===== src/hdl/sts_pkg.sv =====
`default_nettype none

package sts_pkg;

  // longest atom text that the token port can carry
  localparam int unsigned NAME_MAX = 8;

  // result queue
  localparam int unsigned QUEUE_DEPTH = 4;
  localparam int unsigned QUEUE_PW    = $clog2(QUEUE_DEPTH);
  localparam int unsigned QUEUE_CW    = $clog2(QUEUE_DEPTH + 1);

  // delimiter characters
  localparam logic [7:0] CH_OPEN  = 8'h28;
  localparam logic [7:0] CH_CLOSE = 8'h29;
  localparam logic [7:0] CH_DOT   = 8'h2e;
  localparam logic [7:0] CH_QUOTE = 8'h27;
  localparam logic [7:0] CH_ZERO  = 8'h30;

  typedef enum logic [2:0] {
    KIND_END    = 3'd0,
    KIND_OPEN   = 3'd1,
    KIND_CLOSE  = 3'd2,
    KIND_DOT    = 3'd3,
    KIND_QUOTE  = 3'd4,
    KIND_ATOM   = 3'd5,
    KIND_NUMBER = 3'd6
  } kind_t;

  typedef enum logic [1:0] {
    MODE_IDLE = 2'd0,
    MODE_ATOM = 2'd1,
    MODE_NUM  = 2'd2
  } mode_t;

  typedef struct packed {
    logic [2:0]  kind;
    logic [63:0] text;
    logic [3:0]  len;
    logic [31:0] num;
    logic        last;
  } token_t;

  function automatic logic is_letter(input logic [7:0] c);
    return (c >= 8'h41 && c <= 8'h5a) || (c >= 8'h61 && c <= 8'h7a);
  endfunction

  function automatic logic is_digit(input logic [7:0] c);
    return c >= 8'h30 && c <= 8'h39;
  endfunction

  // ?!+-*/<=>:$%^&_~@
  function automatic logic is_sym(input logic [7:0] c);
    logic r;
    case (c)
      8'h3f, 8'h21, 8'h2b, 8'h2d, 8'h2a, 8'h2f, 8'h3c, 8'h3d, 8'h3e,
      8'h3a, 8'h24, 8'h25, 8'h5e, 8'h26, 8'h5f, 8'h7e, 8'h40: r = 1'b1;
      default: r = 1'b0;
    endcase
    return r;
  endfunction

endpackage

`default_nettype wire


===== src/hdl/sexpr_token_scanner.sv =====
// s-expression token scanner
//
// input channel: one character per transaction (in_char), or an end mark
// (end_of_input = 1, in_char ignored). handshake is in_valid / in_stall.
// output channel: one token per transaction on token_kind, name_text,
// name_length, number_value and last_result, handshake out_valid / out_stall.
// an input causes zero, one or two tokens; last_result marks the final one.
//
// throughput: one character per cycle while in_stall is low. the character is
// classified and the scan state updated in the cycle it is accepted; its tokens
// are written to a four-entry result queue, whose head token drives the
// output from registers. in_stall rises while the queue holds three or more
// tokens, since a character may add two; that queue depth sets the rate when
// the receiver is slow.
//
// reset empties the queue and returns the scanner to idle with empty name
// and number registers. while out_stall is high the shown token holds and
// further characters are taken until in_stall rises.
`default_nettype none

module sexpr_token_scanner
  import sts_pkg::*;
#(
  parameter int unsigned NAME_LEN = 8
) (
  input  wire logic        clk,
  input  wire logic        rst,
  input  wire logic        in_valid,
  output logic             in_stall,
  input  wire logic [7:0]  in_char,
  input  wire logic        end_of_input,
  output logic             out_valid,
  input  wire logic        out_stall,
  output logic [2:0]       token_kind,
  output logic [63:0]      name_text,
  output logic [3:0]       name_length,
  output logic [31:0]      number_value,
  output logic             last_result
);

  localparam int unsigned CW = $clog2(NAME_LEN + 1);

  // scan state
  mode_t       scan_mode, scan_mode_next;
  logic [7:0]  name_buffer [NAME_LEN];
  logic [7:0]  name_buffer_next [NAME_LEN];
  logic [CW-1:0] name_count, name_count_next;
  logic [31:0] number_accumulator, number_accumulator_next;

  // result queue
  token_t              queue [QUEUE_DEPTH];
  logic [QUEUE_PW-1:0] head, tail;
  logic [QUEUE_CW-1:0] count;

  logic       accept, pop;
  token_t     res0, res1, pend_tok, delim_tok;
  logic [1:0] res_n;
  logic       pend, has_delim, extend;
  logic [35:0] num_prod;
  logic [63:0] pend_text;

  assign accept = in_valid && !in_stall;
  assign pop    = out_valid && !out_stall;

  // room for two tokens is needed before a character is taken
  assign in_stall  = count > QUEUE_CW'(QUEUE_DEPTH - 2);
  assign out_valid = count != '0;

  assign token_kind   = queue[head].kind;
  assign name_text    = queue[head].text;
  assign name_length  = queue[head].len;
  assign number_value = queue[head].num;
  assign last_result  = queue[head].last;

  // times ten plus digit, kept wide to catch overflow
  assign num_prod = {1'b0, number_accumulator, 3'b000}
                  + {3'b000, number_accumulator, 1'b0}
                  + {32'd0, in_char[3:0] - CH_ZERO[3:0]};

  // pending atom text, first character in the low byte
  always_comb begin
    pend_text = '0;
    for (int i = 0; i < NAME_LEN; i++) begin
      pend_text[8*i +: 8] = name_buffer[i];
    end
  end

  always_comb begin
    pend_tok = '0;
    pend     = 1'b0;
    case (scan_mode)
      MODE_ATOM: begin
        pend          = 1'b1;
        pend_tok.kind = KIND_ATOM;
        pend_tok.text = pend_text;
        pend_tok.len  = 4'(name_count);
      end
      MODE_NUM: begin
        pend          = 1'b1;
        pend_tok.kind = KIND_NUMBER;
        pend_tok.num  = number_accumulator;
      end
      default: pend = 1'b0;
    endcase
  end

  // delimiter token of the current character
  always_comb begin
    delim_tok      = '0;
    delim_tok.last = 1'b1;
    has_delim      = 1'b1;
    case (in_char)
      CH_OPEN:  delim_tok.kind = KIND_OPEN;
      CH_CLOSE: delim_tok.kind = KIND_CLOSE;
      CH_DOT:   delim_tok.kind = KIND_DOT;
      CH_QUOTE: delim_tok.kind = KIND_QUOTE;
      default:  has_delim = 1'b0;
    endcase
  end

  assign extend = (scan_mode == MODE_ATOM &&
                   (is_letter(in_char) || is_digit(in_char) || is_sym(in_char)))
               || (scan_mode == MODE_NUM && is_digit(in_char));

  always_comb begin
    scan_mode_next          = scan_mode;
    name_buffer_next        = name_buffer;
    name_count_next         = name_count;
    number_accumulator_next = number_accumulator;
    res0  = '0;
    res1  = '0;
    res_n = 2'd0;

    if (end_of_input) begin
      // flush the pending token, then the end token
      scan_mode_next = MODE_IDLE;
      if (pend) begin
        res0       = pend_tok;
        res1       = '0;
        res1.kind  = KIND_END;
        res1.last  = 1'b1;
        res_n      = 2'd2;
      end else begin
        res0.kind = KIND_END;
        res0.last = 1'b1;
        res_n     = 2'd1;
      end
    end else if (extend) begin
      if (scan_mode == MODE_ATOM) begin
        // characters past the name limit are consumed and dropped
        for (int i = 0; i < NAME_LEN; i++) begin
          if (name_count == CW'(i)) begin
            name_buffer_next[i] = in_char;
          end
        end
        if (name_count < CW'(NAME_LEN)) begin
          name_count_next = name_count + 1'b1;
        end
      end else begin
        number_accumulator_next = (num_prod[35:32] != 4'd0) ? 32'hffff_ffff
                                                             : num_prod[31:0];
      end
    end else begin
      // close the pending token, then treat the character afresh
      scan_mode_next = MODE_IDLE;
      if (pend && has_delim) begin
        res0      = pend_tok;
        res1      = delim_tok;
        res_n     = 2'd2;
      end else if (pend) begin
        res0      = pend_tok;
        res0.last = 1'b1;
        res_n     = 2'd1;
      end else if (has_delim) begin
        res0  = delim_tok;
        res_n = 2'd1;
      end
      if (!has_delim) begin
        if (is_letter(in_char) || is_sym(in_char)) begin
          scan_mode_next = MODE_ATOM;
          for (int i = 0; i < NAME_LEN; i++) begin
            name_buffer_next[i] = '0;
          end
          name_buffer_next[0] = in_char;
          name_count_next     = CW'(1);
        end else if (is_digit(in_char)) begin
          scan_mode_next          = MODE_NUM;
          number_accumulator_next = {28'd0, in_char[3:0] - CH_ZERO[3:0]};
        end
      end
    end
  end

  always_ff @(posedge clk) begin
    if (rst) begin
      scan_mode          <= MODE_IDLE;
      name_count         <= '0;
      number_accumulator <= '0;
      for (int i = 0; i < NAME_LEN; i++) begin
        name_buffer[i] <= '0;
      end
    end else if (accept) begin
      scan_mode          <= scan_mode_next;
      name_count         <= name_count_next;
      number_accumulator <= number_accumulator_next;
      name_buffer        <= name_buffer_next;
    end
  end

  // queue payload
  always_ff @(posedge clk) begin
    if (accept && res_n != 2'd0) begin
      queue[tail] <= res0;
    end
    if (accept && res_n == 2'd2) begin
      queue[tail + 1'b1] <= res1;
    end
  end

  // queue control
  always_ff @(posedge clk) begin
    if (rst) begin
      head  <= '0;
      tail  <= '0;
      count <= '0;
    end else begin
      if (pop) begin
        head <= head + 1'b1;
      end
      if (accept) begin
        tail <= tail + QUEUE_PW'(res_n);
      end
      count <= count + (accept ? QUEUE_CW'(res_n) : '0) - QUEUE_CW'(pop);
    end
  end

endmodule

`default_nettype wire


===== config.mk =====
export PLATFORM = sky130hd
export DESIGN_NAME = sexpr_token_scanner
export DESIGN_NICKNAME = d
export VERILOG_FILES = /design/src/hdl/sts_pkg.sv /design/src/hdl/sexpr_token_scanner.sv
export SDC_FILE = /design/constraint.sdc
export NUM_CORES = 1
export LEC_CHECK = 0
export BUFFER_PORTS_ARGS = -buffer_cell sky130_fd_sc_hd__buf_4
export CAP_MARGIN = 10
export CORE_UTILIZATION = 43
export CTS_CLUSTER_DIAMETER = 200
export DETAILED_ROUTE_END_ITERATION = 16
export SETUP_SLACK_MARGIN = 0.4
export SKIP_LAST_GASP = 1
export SLEW_MARGIN = 30
export SYNTH_ARGS = -nofsm -noshare
export SYNTH_HDL_FRONTEND = slang
export SYNTH_SLANG_ARGS = --single-unit
export TNS_END_PERCENT = 10

===== constraint.sdc =====
create_clock -name clk -period 3.9 [get_ports clk]
set_clock_uncertainty 0.2 [all_clocks]
set_input_delay 0.195 -clock clk [delete_from_list [all_inputs] [get_ports clk]]
set_output_delay 0.195 -clock clk [all_outputs]
set_load 0.1 [all_outputs]

==> flow_metrics.tcl, run 1 <==
set metrics [dict create \
    outcome "complete, no violations" \
    clk_latency_ns 0.63 \
    multi_input_area_sq_mm 0.0130 \
    clock.fmax_ghz 0.289 \
    finalWorstSetupSlack_ns 0.443 \
    holdWs_ns 0.0670 \
    synth_top_family_by_area "simple AND/OR/NAND/NOR gates" \
    rows 87 \
    dr.pass1.iters 6 \
    areaGrowthSynthToFinish_pct 16.8 \
    fin_crit_sh 0.886 \
    core_area_sq_mm 0.0566 \
    hpwl_microns 48700 \
    leakage_nw 10.4 \
    drv_slew 0 \
    setup_viol 0 \
    finalWirelength_microns 80200 \
    grt_usage 0.269 \
    htree_levels 2 \
    critPathArrivalTime_ns 3.73 \
    ys_seq_area_frac 0.433 \
    grt_pass1_vias 21400 \
    nets 2942 \
    crit_slowest_cell "dfxtp_1" \
    regArea_sq_mm 0.0107 \
    synth_area_leaders "dfxtp_1, mux4_2, a21oi_1" \
    cp.required_ns 4.17 \
    cap_violations 0 \
    async_flop_share 0 \
    synth-compound-area-share 0.161 \
    cts-root-buf "clkbuf_16" \
    synth-xor-area-share 0.0106 \
    vias 21900 \
    yosysTopAreaCell "dfxtp_1" \
    slew_headroom 0.420 \
    overflow 0 \
    pin_count 119 \
    yosys.area_share.adder 0.0409 \
    die_h_microns 242 \
    synthCells 2802 \
    grt_pass1_wl_microns 125000 \
    synth_edf_count 16 \
    cts_buffers 54 \
    drive_gt1_frac 0.165 \
    vdd_ir_drop_max_uv 322 \
    syn-cell-area_sq_mm 0.0247 \
    cts_buffer_depth 3 \
    regToRegStartpoint "number_accumulator[17]" \
    gp_congestion 0.922 \
    ys_types 78 \
    synth_top_flop_cell "dfxtp_1" \
    fin_crit_ns 3.46 \
    path_class "reg2reg" \
    hp-class "in2reg" \
    powerDensity_mw_per_mm2 434 \
    start_util 0.437 \
    rsz0062_at_grt "true" \
    drc 0 \
    grt_max_degree 141 \
    cp_slowest_stage_delay_ns 0.45 \
    ys_ff_latch 527 \
    holdCritStartpoint "in_char[3]" \
    critPathMaxFanout 8 \
    place_ws_ns 0.155 \
    total_power_w 0.0125 \
    clock_sinks 527 \
    path_clk_slew_ns 0.06 \
    ant_nets 0 \
    hold_viol 0 \
    timing.setup.tns_ns 0 \
    port-buffer-count 118 \
    dieArea_sq_mm 0.0585 \
    start_kind "flip-flop" \
    drt_iter0_drc 2092 \
    chipWidth_microns 242 \
    via_per_inst 5.99 \
    wl_per_cell_microns 22.0 \
    syn-mean-instance-area_sq_um 8.82 \
    cts_tree "built" \
    yosys.area_share.simple 0.195 \
    critPathLaunch "number_accumulator[17]" \
    num-fill-cells 5349 \
    yosys-mux-area-fraction 0.110 \
    worstSetupEndpointType "flip-flop" \
    synth_top_area_share 0.414 \
    worstPathCellList "ha_1 > ha_1 > and3_1 > a221oi_2 > o21ai_0 > a221o_1 > nor3_1 > o211ai_1 > buf_4 > buf_4 > a211oi_1 > o21ai_1" \
    synth_fp_nets 2894 \
    worst_pin_slew_ns 0.867 \
    yosysWarnings 0 \
    antenna_found_initial 6 \
]
[stage by stage]
stage / cells / utilization / area [sq um]
global route: 3653 / 0.510 / 28900
finish: 3653 / 0.510 / 28900
floorplan: 2802 / - / 24700
detailed placement: 3521 / 0.469 / 26600
CTS: 3648 / 0.507 / 28700
global placement: 3521 / 0.469 / 26600
[report_power, final]
| group | internal [W] | switching, W | total (W) |
|---|---|---|---|
| combinational | 0.000489 | 0.00104 | 0.00153 |
| sequential | 0.00545 | 0.000135 | 0.00559 |
| clock | 0.00319 | 0.00224 | 0.00542 |
[cells in the mapped netlist (16+ instances only)]
cell type,number
ha_1,76
edfxtp_1,16
dfxtp_1,511
nor2_1,94
clkbuf_1,119
nand2_1,458
nand3_1,408
a31oi_1,23
mux2i_1,37
inv_1,28
o21ai_0,39
mux4_2,104
a21o_1,19
a21oi_1,466
a22o_1,25
buf_2,93
buf_1,21
xnor2_1,18
nor3_1,23
[metal layers]
| metal | vias to the layer above | wire length (microns) | part of all wire | global-route usage |
|---|---|---|---|---|
| li1 | 10100 | - | - | - |
| met1 | 10800 | 34400 | 0.43 | 0.360 |
| met2 | 793 | 39100 | 0.49 | 0.452 |
| met3 | 147 | 4730 | 0.059 | 0.0332 |
| met4 | 6 | 1970 | 0.025 | 0.0851 |
| met5 | - | 37 | 0.00046 | 0 |
[final timing paths]
kind                                               end  slack [ns]  cells past startpoint
worst max-delay path            number_accumulator[30]        0.44                     12
worst min register to register             queue[3][6]        0.25                      2
worst min-delay path             number_accumulator[3]        0.07                      5
worst max register to register  number_accumulator[30]        0.44                     12
[registers in the layout, summed over array words and instances (netlist names), named ones only]
register,flops
tail,2
name_buffer,64
scan_mode,2
queue,416
head,2
number_accumulator,32
name_count,4
count,3
[cells in the final DEF (no fill, tap or decap), types with 26 or more instances in the layout]
cell         n
nand3_1    408
clkbuf_16   54
dfxtp_1    505
o21ai_0     39
mux4_2     104
ha_1        73
buf_12      26
mux2i_1     37
nor2_1      89
a21oi_1    464
buf_4      193
inv_1       27
nand2_1    458
[logic make-up after synthesis]
group,after synthesis
multiplexers,142
AND/OR/NAND/NOR,1068
buffers and inverters,276
adder cells (fa/ha/maj),79
AO/OA/AOI/OAI,680
XOR/XNOR,30
flip-flops,527
[cell type report]
| cell class | count | area share |
|---|---|---|
| inverters | 28 | 0.00364 |
| clock buffers | 77 | 0.0526 |
| flip-flops and latches | 527 | 0.371 |
| clock inverters | 23 | 0.0120 |
| multi-input cells | 1999 | 0.452 |
| repair buffers | 240 | 0.0757 |
| diodes | 3 | 0.000260 |
| well taps | 756 | 0.0328 |
[critical path: cells and delay by family (launching register included)]
family / cells / cell delay (ns)
DFF: 1 / 0.45
adders and majority gates: 2 / 0.69
and+or+nand+nor: 2 / 0.38
buffers and inverters: 2 / 0.30
AOI/OAI and AO/OA: 6 / 1.32
[what timing repair did]
action	in CTS	in global routing
gates cloned	2	0
gates resized for setup	9	21
hold endpoints to repair	48	0
hold buffers	19	0
pin swaps	7	15
setup endpoints to repair	31	224
buffers inserted	6	2
No activity file was read; power rests on OpenSTA's default activity.
==> inputs of run 2 (changes only) <==
--- a/config.mk
+++ b/config.mk
@@ -10,6 +10,7 @@
 export CORE_UTILIZATION = 43
 export CTS_CLUSTER_DIAMETER = 200
 export DETAILED_ROUTE_END_ITERATION = 16
+export PLACE_DENSITY = 0.66
 export SETUP_SLACK_MARGIN = 0.4
 export SKIP_LAST_GASP = 1
 export SLEW_MARGIN = 30
==> run 2 against run 1 <==
Final area down 0.46%. Core utilization fell by 0.24 points. Clock power is 5.4% higher. Non-clock buffer count is 35 lower. Sequential power about the same. Worst setup slack got worse by 0.047 ns. Die area unchanged. First-iteration DRC count down 0.29%. Wire length decreased by 3.3%. Total power is 2.1% higher. Global-route usage down 1.3 points. Via count grew 0.32%. Highest routed layer unchanged.
==> flow_metrics.tcl, run 2 (synthesis gave the netlist of run 1 again) <==
set metrics [dict create \
    cp_slowest_stage_delay_ns 0.59 \
    grt_max_degree 129 \
    wl_per_cell_microns 21.5 \
    vdd_ir_drop_max_uv 403 \
    drc 0 \
    critPathMaxFanout 8 \
    die_h_microns 242 \
    cts_tree "built" \
    critPathLaunch "in_char[2]" \
    largest_reg_flops 416 \
    dr.pass1.iters 6 \
    grt_pass1_vias 21600 \
    fin_crit_ns 3.50 \
    worst_pin_slew_ns 0.997 \
    mostFrequentLayoutCells "dfxtp_1, a21oi_1, nand2_1" \
    core_area_sq_mm 0.0566 \
    antenna_found_initial 4 \
    clock.fmax_ghz 0.285 \
    powerDensity_mw_per_mm2 445 \
    timing.setup.tns_ns 0 \
    htree_levels 2 \
    cap_violations 0 \
    dieArea_sq_mm 0.0585 \
    regToRegStartpoint "number_accumulator[0]" \
    cp_num_buf_inv 3 \
    drt_iter0_drc 2086 \
    fin_crit_sh 0.898 \
    path_class "in2reg" \
    setup_viol 0 \
    critPathTopFamily "compound AO/OA/AOI/OAI gates" \
    timing.critical_path.mode_cell "o211ai_1" \
    path_clk_slew_ns 0.06 \
    start_util 0.437 \
    overflow 0 \
    via_per_inst 6.07 \
    cp.required_ns 4.21 \
    port-buffer-count 118 \
    hold_viol 0 \
    critPathArrivalTime_ns 3.82 \
    rsz0062_at_grt "true" \
    vias 21900 \
    final_common_cell "dfxtp_1" \
    top_register "queue" \
    slew_headroom 0.333 \
    cts_buffer_depth 3 \
    ant_nets 0 \
    leakage_nw 10.4 \
    grt_pass1_wl_microns 121000 \
    cts_buffers 54 \
    outcome "complete, no violations" \
    finalWirelength_microns 77600 \
    rows 87 \
    grt_usage 0.256 \
    num-fill-cells 5158 \
    hp-class "in2reg" \
    start_kind "input pin" \
    areaGrowthSynthToFinish_pct 16.3 \
    hpwl_microns 47000 \
    gp_congestion 0.916 \
    drv_slew 0 \
    clk_latency_ns 0.64 \
    holdCritStartpoint "in_char[7]" \
    worstSetupEndpointType "flip-flop" \
    chipWidth_microns 242 \
    clock_sinks 527 \
    nets 2907 \
    drive_gt1_frac 0.159 \
    pin_count 119 \
    crit_slowest_cell "dlygate4sd3_1" \
    cts-root-buf "clkbuf_16" \
    largest_registers "queue: 416 flops, name_buffer: 64 flops, number_accumulator: 32 flops" \
    worstPathCellList "dlygate4sd3_1 > buf_4 > ha_1 > ha_2 > fa_2 > a211oi_2 > o211ai_1 > a21o_1 > a211o_1 > o21ba_1 > o211ai_1 > a21oi_4 > buf_12 > a221oi_2" \
    holdWs_ns 0.0882 \
]
-- run 2: cell types whose count changed in the layout (fill, tap and decap cells not counted), sizes merged, moves of 2 or more --
cell and change:
dlygate4sd3 -7, buf -30, diode -2, clkinvlp -2, clkbuf +6, inv +2
clkinv -5
-- run 2: path summary, 6_finish.rpt --
kind                                  to  slack (ns)  depth (start not counted)
hold reg to reg              queue[2][3]        0.25                          2
hold / removal             queue[2][101]        0.09                          5
setup / recovery  number_accumulator[26]        0.40                         14
setup reg to reg  number_accumulator[26]        0.40                         11
-- run 2: what timing repair did --
action	4_1_cts	5_1_grt
setup endpoints to repair	32	98
cloned	0	2
hold buffers	12	0
gates resized for setup	4	22
pin swaps	7	11
setup buffers	6	1
endpoints found under the hold margin	48	0
-- run 2: power by group --
part | leakage [nW] | switching [W] | internal [W]
Combinational | 5.12 | 0.000997 | 0.000477
Clock | 0.979 | 0.00227 | 0.00344
Sequential | 4.27 | 0.000164 | 0.00545
Total | 10.4 | 0.00343 | 0.00937
-- run 2: cell type report --
| class | instances | area (sq um) | share of cell area |
|---|---|---|---|
| Antenna cell | 1 | 2.50 | 0.0000871 |
| Tap cell | 756 | 946 | 0.0329 |
| Inverter | 28 | 105 | 0.00366 |
| Sequential cell | 527 | 10700 | 0.373 |
| Timing Repair Buffer | 205 | 1980 | 0.0689 |
| Clock inverter | 17 | 295 | 0.0103 |
| Clock buffer | 81 | 1710 | 0.0595 |
| Multi-Input combinational cell | 1999 | 13000 | 0.452 |
-- run 2: metal layers --
metal,vias up,part of all wire,GRT usage
met5,-,0.00035,0
met4,6,0.032,0.106
met3,173,0.077,0.0374
met2,966,0.49,0.436
met1,10800,0.40,0.325
li1,10000,-,-
-- run 2: metrics by stage --
step / cells / utilization / total power, W / instance area (sq um) / worst slack, ns
6_report: 3614 / 0.508 / 0.0128 / 28700 / 0.396
5_1_grt: 3614 / 0.508 / 0.0132 / 28700 / 0.267
4_1_cts: 3610 / 0.505 / 0.0129 / 28600 / 0.403
3_5_place_dp: 3494 / 0.467 / 0.00718 / 26400 / 0.181
3_3_place_gp: 3494 / 0.467 / 0.00717 / 26400 / 0.242
2_1_floorplan: 2802 / - / 0.00667 / 24700 / 0.378
-- run 2: worst register-to-register path, cell delays in order, from the launching register on --
cell	delay [ns]
dfxtp_2	0.35
fa_2	0.47
fa_2	0.41
a211oi_2	0.26
o211ai_1	0.17
a21o_1	0.24
a211o_1	0.29
o21ba_1	0.19
o211ai_1	0.33
a21oi_4	0.11
buf_12	0.17
a221oi_2	0.23
==> inputs of run 3 (changes only) <==
--- a/config.mk
+++ b/config.mk
@@ -7,6 +7,7 @@
 export LEC_CHECK = 0
 export BUFFER_PORTS_ARGS = -buffer_cell sky130_fd_sc_hd__buf_4
 export CAP_MARGIN = 10
+export CORE_ASPECT_RATIO = 0.8
 export CORE_UTILIZATION = 43
 export CTS_CLUSTER_DIAMETER = 200
 export DETAILED_ROUTE_END_ITERATION = 16
==> run 3 against run 2 <==
Clock power fell by 6.7%. Core utilization fell by 0.27 points. Global-route usage rose by 0.29 points. Total power fell by 3.4%. Critical path type unchanged. Critical endpoint is now number_accumulator[31]. Highest routed layer unchanged.
==> flow_metrics.tcl, run 3 (synthesis gave the netlist of run 1 again) <==
set metrics [dict create \
    grt_pass1_vias 21200 \
    leakage_nw 10.3 \
    fin_area_sq_mm 0.0286 \
    top_register "queue" \
    wl_per_cell_microns 21.4 \
    critPathTopFamily "compound AO/OA/AOI/OAI gates" \
    cap_violations 0 \
    rows 78 \
    overflow 0 \
    worst_pin_slew_ns 1.01 \
    drive_gt1_frac 0.162 \
    hpwl_microns 47000 \
    slew_headroom 0.324 \
    setup_viol 0 \
    num-fill-cells 5156 \
    rsz0062_at_grt "true" \
    mostFrequentLayoutCells "dfxtp_1, a21oi_1, nand2_1" \
    start_kind "input pin" \
    dieArea_sq_mm 0.0585 \
    pin_count 119 \
    die_h_microns 216 \
    timing.setup.tns_ns 0 \
    clock_sinks 527 \
    clock.fmax_ghz 0.284 \
    crit_slowest_cell "dlygate4sd3_1" \
    grt_usage 0.259 \
    path_class "in2reg" \
    areaGrowthSynthToFinish_pct 15.9 \
    nets 2912 \
    drc 0 \
    cts_buffer_depth 3 \
    outcome "complete, no violations" \
    dr.pass1.iters 6 \
    fin_crit_ns 3.52 \
    drt_iter0_drc 2319 \
    hp-class "in2reg" \
    htree_levels 2 \
    vdd_ir_drop_max_uv 392 \
    timing.critical_path.mode_cell "a21o_1" \
    ant_nets 0 \
    vias 21900 \
    cp_num_buf_inv 3 \
    cts_tree "built" \
    core_area_sq_mm 0.0567 \
    worstPathCellList "dlygate4sd3_1 > buf_4 > fa_1 > fa_2 > a211oi_2 > o211ai_1 > a21o_1 > a211o_4 > o21ba_1 > a21o_1 > a21oi_4 > clkbuf_16 > o21ai_0" \
    antenna_found_initial 6 \
    powerDensity_mw_per_mm2 432 \
    worstSetupEndpointType "flip-flop" \
    path_clk_slew_ns 0.06 \
    critPathArrivalTime_ns 3.80 \
    grt_max_degree 77 \
    cp_slowest_stage_delay_ns 0.57 \
    finalWorstSetupSlack_ns 0.385 \
    finalWirelength_microns 77700 \
    largest_registers "queue: 416 flops, name_buffer: 64 flops, number_accumulator: 32 flops" \
    hold_viol 0 \
    r2r_slack_ns 0.39 \
    drv_slew 0 \
    chipWidth_microns 270 \
    final_common_cell "dfxtp_1" \
    dpl-instance-area_sq_mm 0.0264 \
    clk_latency_ns 0.62 \
    start_util 0.436 \
    via_per_inst 6.04 \
    cts-root-buf "clkbuf_16" \
    total_power_w 0.0124 \
    largest_reg_flops 416 \
    cts_buffers 53 \
    fin_crit_sh 0.901 \
    cp.required_ns 4.18 \
    place_ws_ns 0.110 \
    critPathMaxFanout 11 \
    gp_congestion 0.943 \
    grt_pass1_wl_microns 121000 \
    port-buffer-count 118 \
]
run 3: what timing repair did:
action                     CTS  global route
hold buffers                15             0
gates cloned                 0             1
hold endpoints to repair    37             0
gates resized for setup      7            30
setup buffers                4             5
setup endpoints to repair   32           274
pin swaps                    7             6
run 3: layer usage:
metal  up-vias  part of all wire  global-route usage
met4         2             0.019              0.0799
met1     10700              0.43               0.358
met5         -           0.00013                   0
met3       117             0.085              0.0435
li1      10100                 -                   -
met2       996              0.46               0.413
run 3: layout make-up:
class	instances	area [sq um]	share of cell area
multi-input combinational	1999	13000	0.454
clock inverter	25	313	0.0109
tap	760	951	0.0332
clock buffer	74	1500	0.0522
timing repair buffer	211	2010	0.0703
antenna	5	12.5	0.000437
inverter	28	105	0.00367
sequential	527	10700	0.375
run 3: worst paths after layout:
check                                         endpoint  cells past startpoint                  start
worst max-delay path            number_accumulator[31]                     13             in_char[3]
worst max register to register  number_accumulator[31]                     11  number_accumulator[2]
worst min-delay path                     queue[2][101]                      3           end_of_input
worst min register to register            queue[1][17]                      2           queue[1][17]
run 3: where the power goes:
part           total [W]  switching [W]  internal [W]
Sequential       0.00557       0.000120       0.00545
Combinational    0.00147        0.00101      0.000458
Clock            0.00533        0.00223       0.00309
Total             0.0124        0.00336       0.00900
run 3: worst min-delay path, cell delays in order:
cell,delay [ns]
buf_4,0.20
a21oi_1,0.18
o2bb2ai_1,0.16
run 3: stage by stage:
stage,cells,hold slack [ns],utilization
final,3629,0.0418,0.505
after detailed placement,3500,0.243,0.466
after CTS,3618,0.00168,0.502
after floorplan,2802,0.142,-
after global routing,3629,0.0695,0.505
after global placement,3500,0.238,0.466
